--- src/rtl/tdc_pkg.sv ---
// Package for the tridigital cipher engine: opcodes, status codes, sequencer states.
// No dependencies.
`default_nettype none
package tdc_pkg;
	localparam logic [3:0] OP_START = 4'd0;
	localparam logic [3:0] OP_COLKEY = 4'd1;
	localparam logic [3:0] OP_ALPHAKEY = 4'd2;
	localparam logic [3:0] OP_FIN_KEY = 4'd3;
	localparam logic [3:0] OP_ALPHA = 4'd4;
	localparam logic [3:0] OP_DIGIT = 4'd5;
	localparam logic [3:0] OP_FIN_DIR = 4'd6;
	localparam logic [3:0] OP_ENC = 4'd7;
	localparam logic [3:0] OP_QUERY = 4'd8;

	localparam logic [1:0] ST_OK = 2'd0;
	localparam logic [1:0] ST_REJECT = 2'd1;
	localparam logic [1:0] ST_NOGRID = 2'd2;
	localparam logic [1:0] ST_NOCAND = 2'd3;

	typedef enum logic [3:0] {
		S_IDLE,
		S_RANK,
		S_DCHK,
		S_ACHK,
		S_FILL,
		S_COMMIT,
		S_QUERY,
		S_OUT
	} state_t;
endpackage
`default_nettype wire

--- src/rtl/tridigital_cipher_engine_core.sv ---
// Top level of the tridigital cipher engine: sequencer, buffers and grid tables.
// Depends on tdc_pkg.
// Entry, encipher and unknown items: 1 result each (accept, then result held until transfer).
// Query: 2 or 3 results for a candidate digit, else 1 (table read, then result held until transfer).
// Keyword finish: rank, then fill, then commit steps; direct finish: digit check, alphabet
// check, then commit steps. Ranking goes through one compare unit.
// Reset clears counts, masks, error and grid-valid; tables are undefined until a build.
`default_nettype none
module tridigital_cipher_engine_core import tdc_pkg::*; (
	input wire logic clk,
	input wire logic arst_n,
	input wire logic in_valid,
	output logic in_stall,
	input wire logic [3:0] opcode,
	input wire logic [7:0] value,
	output logic out_valid,
	input wire logic out_stall,
	output logic [1:0] status,
	output logic [4:0] result_value,
	output logic last
);
	state_t state_q;
	logic [4:0] ckbuf_q [10];
	logic [4:0] abuf_q [26];
	logic [3:0] ckcnt_q;
	logic [4:0] acnt_q;
	logic [25:0] cmask_q, amask_q, used_q;
	logic err_q, gvalid_q;
	logic [3:0] dig_of_let_q [26];
	logic [4:0] let_of_col_q [27];
	logic [3:0] col_of_dig_q [10];
	logic [3:0] sep_q;
	logic [3:0] digits_q [10];
	logic [4:0] alpha_q [26];
	logic [3:0] i_q, j_q, rank_q;
	logic [4:0] k_q, n_q;
	logic [4:0] scan_q;
	logic [9:0] seen_q;
	logic [1:0] st_q;
	logic [4:0] val_q;
	logic [3:0] qcol_q;
	logic [1:0] qrow_q;
	logic fold_ok;
	logic [4:0] fold_l;
	logic [7:0] fb;
	logic cmp_lt;
	logic [3:0] col_k, row_k;
	logic [4:0] ltr_k;
	logic [1:0] idle_st;
	logic [4:0] idle_val;
	state_t idle_next;

	always_comb begin
		fb = value;
		if (value >= 8'h61 && value <= 8'h7a)
			fb = value - 8'd32;
		fold_ok = (fb >= 8'h41 && fb <= 8'h5a);
		fold_l = 5'(fb - 8'h41);
	end

	// shared compare unit for ranking
	assign cmp_lt = (ckbuf_q[j_q] < ckbuf_q[i_q]) ||
		((ckbuf_q[j_q] == ckbuf_q[i_q]) && (j_q < i_q));

	always_comb begin
		if (k_q < 5'd9) begin
			col_k = k_q[3:0]; row_k = 4'd0;
		end else if (k_q < 5'd18) begin
			col_k = 4'(k_q - 5'd9); row_k = 4'd1;
		end else begin
			col_k = 4'(k_q - 5'd18); row_k = 4'd2;
		end
		ltr_k = alpha_q[k_q];
	end

	// status, value and next state for an item accepted in idle
	always_comb begin
		idle_st = ST_OK;
		idle_val = '0;
		idle_next = S_OUT;
		case (opcode)
			OP_FIN_KEY: begin
				if (ckcnt_q != 4'd10) idle_st = ST_REJECT;
				else idle_next = S_RANK;
			end
			OP_FIN_DIR: begin
				if (err_q || acnt_q != 5'd26 || ckcnt_q != 4'd10) idle_st = ST_REJECT;
				else idle_next = S_DCHK;
			end
			OP_ENC: begin
				if (!gvalid_q) idle_st = ST_NOGRID;
				else if (value < 8'd26) idle_val = {1'b0, dig_of_let_q[value[4:0]]};
				else idle_val = {1'b0, sep_q};
			end
			OP_QUERY: begin
				if (!gvalid_q) idle_st = ST_NOGRID;
				else if (value > 8'd9 || value[3:0] == sep_q) idle_st = ST_NOCAND;
				else if (col_of_dig_q[value[3:0]] > 4'd8) idle_st = ST_NOCAND;
				else idle_next = S_QUERY;
			end
			default: ;
		endcase
	end

	assign in_stall = (state_q != S_IDLE);
	assign status = st_q;
	assign result_value = val_q;

	always_ff @(posedge clk or negedge arst_n) begin
		if (!arst_n) begin
			state_q <= S_IDLE;
			ckcnt_q <= '0; acnt_q <= '0; cmask_q <= '0; amask_q <= '0;
			err_q <= 1'b0; gvalid_q <= 1'b0; sep_q <= '0;
			out_valid <= 1'b0; last <= 1'b0;
		end else begin
			case (state_q)
				S_IDLE: begin
					if (in_valid) begin
						st_q <= idle_st; val_q <= idle_val; last <= 1'b1;
						state_q <= idle_next;
						out_valid <= (idle_next == S_OUT);
						case (opcode)
							OP_START: begin
								ckcnt_q <= '0; acnt_q <= '0; cmask_q <= '0;
								amask_q <= '0; err_q <= 1'b0;
							end
							OP_COLKEY: begin
								if (fold_ok && ckcnt_q < 4'd10 && !cmask_q[fold_l]) begin
									cmask_q[fold_l] <= 1'b1;
									ckbuf_q[ckcnt_q] <= fold_l;
									ckcnt_q <= ckcnt_q + 4'd1;
								end
							end
							OP_ALPHAKEY: begin
								if (fold_ok && acnt_q < 5'd26 && !amask_q[fold_l]) begin
									amask_q[fold_l] <= 1'b1;
									abuf_q[acnt_q] <= fold_l;
									acnt_q <= acnt_q + 5'd1;
								end
							end
							OP_FIN_KEY: begin
								i_q <= '0; j_q <= '0; rank_q <= 4'd1;
							end
							OP_ALPHA: begin
								if (value > 8'd25 || acnt_q >= 5'd26 || amask_q[value[4:0]])
									err_q <= 1'b1;
								else begin
									amask_q[value[4:0]] <= 1'b1;
									abuf_q[acnt_q] <= value[4:0];
									acnt_q <= acnt_q + 5'd1;
								end
							end
							OP_DIGIT: begin
								if (value > 8'd9 || ckcnt_q >= 4'd10 || cmask_q[value[4:0]])
									err_q <= 1'b1;
								else begin
									cmask_q[value[4:0]] <= 1'b1;
									ckbuf_q[ckcnt_q] <= value[4:0];
									ckcnt_q <= ckcnt_q + 4'd1;
								end
							end
							OP_FIN_DIR: begin
								i_q <= '0; seen_q <= '0;
							end
							OP_QUERY: begin
								if (idle_next == S_QUERY) begin
									qcol_q <= col_of_dig_q[value[3:0]];
									qrow_q <= '0;
								end
							end
							default: ;
						endcase
					end
				end
				S_RANK: begin
					if (j_q == 4'd9) begin
						digits_q[i_q] <= (4'(rank_q + 4'(cmp_lt)) == 4'd10) ? 4'd0 :
							4'(rank_q + 4'(cmp_lt));
						j_q <= '0; rank_q <= 4'd1;
						if (i_q == 4'd9) begin
							i_q <= '0; k_q <= '0; n_q <= '0; used_q <= '0;
							scan_q <= '0;
							state_q <= S_FILL;
						end else i_q <= i_q + 4'd1;
					end else begin
						rank_q <= rank_q + 4'(cmp_lt);
						j_q <= j_q + 4'd1;
					end
				end
				S_FILL: begin
					// k_q: alphabet buffer step; scan_q: letters 0..25; n_q: filled
					if (n_q == 5'd26) begin
						k_q <= '0; state_q <= S_COMMIT;
					end else if (k_q < acnt_q) begin
						if (!used_q[abuf_q[k_q]]) begin
							used_q[abuf_q[k_q]] <= 1'b1;
							alpha_q[n_q] <= abuf_q[k_q];
							n_q <= n_q + 5'd1;
						end
						k_q <= k_q + 5'd1;
					end else begin
						if (!used_q[scan_q]) begin
							used_q[scan_q] <= 1'b1;
							alpha_q[n_q] <= scan_q;
							n_q <= n_q + 5'd1;
						end
						scan_q <= scan_q + 5'd1;
					end
				end
				S_DCHK: begin
					if (ckbuf_q[i_q] > 5'd9 || seen_q[ckbuf_q[i_q][3:0]]) begin
						st_q <= ST_REJECT; out_valid <= 1'b1; state_q <= S_OUT;
					end else begin
						seen_q[ckbuf_q[i_q][3:0]] <= 1'b1;
						digits_q[i_q] <= ckbuf_q[i_q][3:0];
						if (i_q == 4'd9) begin
							k_q <= '0; used_q <= '0; state_q <= S_ACHK;
						end else i_q <= i_q + 4'd1;
					end
				end
				S_ACHK: begin
					if (abuf_q[k_q] > 5'd25 || used_q[abuf_q[k_q]]) begin
						st_q <= ST_REJECT; out_valid <= 1'b1; state_q <= S_OUT;
					end else begin
						used_q[abuf_q[k_q]] <= 1'b1;
						alpha_q[k_q] <= abuf_q[k_q];
						if (k_q == 5'd25) begin
							k_q <= '0; state_q <= S_COMMIT;
						end else k_q <= k_q + 5'd1;
					end
				end
				S_COMMIT: begin
					dig_of_let_q[ltr_k] <= digits_q[col_k];
					let_of_col_q[5'(col_k) * 5'd3 + 5'(row_k)] <= ltr_k;
					if (k_q < 5'd10) col_of_dig_q[digits_q[k_q[3:0]]] <= k_q[3:0];
					if (k_q == 5'd25) begin
						let_of_col_q[26] <= '0;
						sep_q <= digits_q[9];
						gvalid_q <= 1'b1;
						st_q <= ST_OK; val_q <= '0; last <= 1'b1;
						out_valid <= 1'b1; state_q <= S_OUT;
					end else k_q <= k_q + 5'd1;
				end
				S_QUERY: begin
					st_q <= ST_OK;
					val_q <= let_of_col_q[5'(qcol_q) * 5'd3 + 5'(qrow_q)];
					last <= (qrow_q == 2'd2) || (qcol_q == 4'd8 && qrow_q == 2'd1);
					out_valid <= 1'b1;
					state_q <= S_OUT;
				end
				S_OUT: begin
					if (!out_stall) begin
						out_valid <= 1'b0;
						if (last) state_q <= S_IDLE;
						else begin
							qrow_q <= qrow_q + 2'd1;
							state_q <= S_QUERY;
						end
					end
				end
				default: state_q <= S_IDLE;
			endcase
		end
	end
endmodule
`default_nettype wire

--- config.mk ---
export PLATFORM = sky130hd
export DESIGN_NAME = tridigital_cipher_engine_core
export DESIGN_NICKNAME = d
export VERILOG_FILES = /design/src/rtl/tdc_pkg.sv /design/src/rtl/tridigital_cipher_engine_core.sv
export SDC_FILE = /design/constraint.sdc
export NUM_CORES = 1
export LEC_CHECK = 0
export ABC_CLOCK_PERIOD_IN_PS = 6050
export BUFFER_PORTS_ARGS = -buffer_cell sky130_fd_sc_hd__buf_2
export CORE_MARGIN = 5
export CORE_UTILIZATION = 30
export DETAILED_ROUTE_END_ITERATION = 10
export PLACE_DENSITY = 0.46
export SETUP_SLACK_MARGIN = 0.3
export SLEW_MARGIN = 0
export SYNTH_ARGS = -nofsm -noshare
export SYNTH_HDL_FRONTEND = slang
export SYNTH_SLANG_ARGS = --single-unit
--- constraint.sdc ---
create_clock -name clk -period 6.05 [get_ports clk]
set_clock_uncertainty 0.2 [all_clocks]
set_input_delay 0.3025 -clock clk [delete_from_list [all_inputs] [get_ports clk]]
set_output_delay 0.3025 -clock clk [all_outputs]
set_load 0.02 [all_outputs]
==> out/qor.yml <==
status:
  outcome: "completed"
clock_tree:
  clock_sinks: 790
  ctsRootBufferMaster: "clkbuf_16"
  cts_resized: 0
  cts_buffers: 90
  clock_latency_ns: 0.68
  cts_setup_buffers: 0
  clk_pin_slew_ns: 0.06
  cts_max_level: 3
  clk_path_buf_depth: 3
  cts_tree: "done"
  hold_buffers: 6
yosys:
  synth_flop_cell: "edfxtp_1"
  synth-edff-count: 700
  synth_top_area_share: 0.5617
  yosysWarningCount: 0
  syn-cell-area_mm2: 0.03742
  synth_area_leader_cell: "edfxtp_1"
  synth_area_per_cell_um2: 14.09
  yosys-top-cells-area: "edfxtp_1, mux4_2, dfrtp_1, nor2_1, mux2i_1"
  synth-async-reset-ratio: 0.09114
  synthCells: 2655
  synth_seq_cells: 790
  yosys.cell_types.count: 85
  ys_seq_area_frac: 0.6195
  syn-num-nets: 2737
global_routing:
  grt_use_total: 0.1587
  antenna_found_initial: 5
  grt_max_degree: 66
  grt_pass1_vias: 23570
  overflow: 0
  grt_pass1_wl_mm: 157.8
finish:
  drive_gt1_frac: 0.1868
  nNetsFinal: 2787
  area_growth_pct: 14.42
  stdcell_count: 4420
  n_antenna_cell: 0
  ff_latch_area_mm2: 0.02319
  multi_input_area_mm2: 0.01346
  fillers: 11840
  postLayoutCellArea_mm2: 0.04282
detailed_routing:
  drt-total-wl_mm: 105.8
  ant_nets: 0
  drt_iter0_drc: 2177
  routedWlPerCell_um: 23.95
  drt_first_pass_iters: 6
  vias: 23260
  drcViolationCount: 0
  post_drt_via_cell_ratio: 5.261
sta:
  finalSetupViolations: 0
  tightestPinTransition_ns: 1.198
  max-slew-margin-rel: 0.2016
  fmaxAchievable_ghz: 0.1944
  finalCritPeriodShare: 0.8501
  slew_violations: 0
  tns_ns: 0
  rsz0062_at_grt: "no"
  hold_viol: 0
  min_period_ns: 5.143
  finalWorstSetupSlack_ns: 0.9071
die:
  fp.dieW_um: 363.2
  dieArea_mm2: 0.1319
  coreArea_mm2: 0.1238
  initial_core_util: 0.3023
  num_rows: 129
  ioPinCount: 26
  fp.dieH_um: 363.2
place:
  dp.cells: 4244
  place.gp.congestion: 0.8463
  place_hpwl_mm: 73.57
  place_area_mm2: 0.03970
  place_ws_ns: 0.8584
  io_buffers: 25
worst_setup_path:
  timing.rr.end: "alpha_q[17][2]$_DFFE_PP_"
  path_delay_family: "simple AND/OR/NAND/NOR gates"
  required_ns: 6.17
  cp_data_arrival_time_ns: 5.27
  worst-path-max-fanout: 29
  r2r_cells: 12
  cpMaxStageDelayCell: "dfxtp_4"
  worstSetupStartpointType: "register"
  path_cells: "buf_4 -> mux4_2 -> nand2b_1 -> a31oi_2 -> nor3_2 -> buf_4 -> mux4_2 -> a2111oi_2 -> a31oi_2 -> nor3_4 -> mux2i_1 -> nor2_1"
  cp_slowest_stage_delay_ns: 0.69
  end_kind: "register"
  r2r_slack_ns: 0.91
  cp_num_buf_inv: 2
  criticalPathCategory: "register to register"
power_and_ir_drop:
  p_total_mw: 20.78
  p_per_area_mw_per_mm2: 485.2
  peakVddDrop_v: 0.0003165
  p_leak_nw: 14.40
min_path:
  worstHoldEndpoint: "state_q[1]$_DFFE_PN0P_"
  holdPathStages: 4
  min_path_type: "primary input to register"
  holdCritStartpoint: "in_valid"
run:
  maxCapViolCount: 0
-- worst max-delay path by stage --
stage,startpoint,to,slack [ns],cells past startpoint
2_1_floorplan,value[0],ckcnt_q[3]$_DFFE_PN0P_,0.58,23
3_3_place_gp,register,alpha_q[20][0]$_DFFE_PP_,0.97,12
3_5_place_dp,register,alpha_q[17][2]$_DFFE_PP_,0.86,12
4_1_cts,register,alpha_q[17][2]$_DFFE_PP_,0.87,12
5_1_grt,register,alpha_q[17][0]$_DFFE_PP_,0.53,9
6_report,register,alpha_q[17][2]$_DFFE_PP_,0.91,12
-- synthesized netlist by cell type (all sizes together) (5+ instances only) --
| library cell | instances |
|---|---|
| clkbuf | 104 |
| o32ai | 5 |
| nor2 | 294 |
| nand2b | 25 |
| a31oi | 18 |
| a21o | 10 |
| o221ai | 25 |
| inv | 59 |
| dfxtp | 18 |
| mux2i | 96 |
| and2 | 22 |
| or2 | 9 |
| a21oi | 133 |
| nand3b | 10 |
| buf | 54 |
| nor4 | 9 |
| nand3 | 60 |
| mux2 | 42 |
| nor2b | 35 |
| o31ai | 26 |
| nor3b | 8 |
| o2bb2ai | 6 |
| a22o | 5 |
| a211oi | 31 |
| nand4 | 26 |
| dfrtp | 72 |
| edfxtp | 700 |
| or3 | 11 |
| o211ai | 10 |
| xnor2 | 24 |
| a22oi | 10 |
| o21ai | 102 |
| nand2 | 209 |
| and3 | 14 |
| ha | 62 |
| o22ai | 13 |
| xor2 | 14 |
| a32oi | 8 |
| mux4 | 190 |
| nor3 | 29 |
-- metal layers --
layer	global-route usage	wire length, um	vias to the layer above	share of wire
li1	-	-	10380	-
met1	0.2300	49190	11940	0.46
met2	0.2438	47400	767	0.45
met3	0.03045	6427	170	0.061
met4	0.04589	2820	2	0.027
met5	0	13	-	0.00012
-- kinds of logic (layout without fill, tap and decap cells) --
family | after synthesis | count (layout) | share of synthesized area
and+or+nand+nor | 778 | 778 | 0.09593
adders and majority gates | 66 | 66 | 0.02287
xor gates and xnor gates | 38 | 38 | 0.008894
buffers and inverters | 217 | 345 | 0.02354
DFF | 790 | 790 | 0.6195
muxes | 328 | 328 | 0.1534
AOI/OAI and AO/OA | 438 | 438 | 0.07587
-- final cells by class --
class | count | area share
flip-flops and latches | 790 | 0.5416
multi-input cells | 1648 | 0.3143
clock buffers | 118 | 0.05599
well taps | 1637 | 0.04784
repair buffers | 116 | 0.01964
clock inverters | 52 | 0.01537
inverters | 59 | 0.005172
-- flip-flops by register name, indices dropped and copies added (netlist names), 4 cells and up, named ones only --
signal	cells
scan_q	5
amask_q	26
abuf_q	130
acnt_q	5
result_value	5
qcol_q	4
seen_q	10
k_q	5
n_q	5
digits_q	40
sep_q	4
cmask_q	26
dig_of_let_q	104
i_q	4
alpha_q	130
j_q	4
let_of_col_q	135
used_q	26
col_of_dig_q	40
ckcnt_q	4
rank_q	4
ckbuf_q	50
-- cell usage in the layout (no fill, tap or decap), types with 61 or more instances in the layout --
cell       synthesis  layout
a21oi_1          133     128
ha_1              62      61
edfxtp_1         700     700
clkbuf_16          0      90
mux2i_1           96      96
o21ai_0           90      85
nand2_1          209     209
nor2_1           294     292
mux4_2           190     190
buf_4              6      86
dfrtp_1           72      72
-- through the flow --
stage / utilization / hold slack, ns
after detailed placement: 0.3207 / 0.03749
after floorplan: - / -0.1931
after global placement: 0.3207 / 0.03686
after CTS: 0.3459 / 0.02240
after global routing: 0.3459 / 0.07786
final: 0.3459 / 0.1122
-- power by group --
group          internal [mW]  switching (mW)
Clock                   3.29            2.27
Combinational           2.29            4.98
Sequential              7.52           0.424
-- worst reg2reg max path, stage by stage, from the launching register on --
cell and delay [ns]:
dfxtp_4 0.69, buf_4 0.36, mux4_2 0.31, nand2b_1 0.18
a31oi_2 0.32, nor3_2 0.10, buf_4 0.22, mux4_2 0.46
a2111oi_2 0.40, a31oi_2 0.17, nor3_4 0.64, mux2i_1 0.30
nor2_1 0.42
Power figures use the tool's default switching activity.
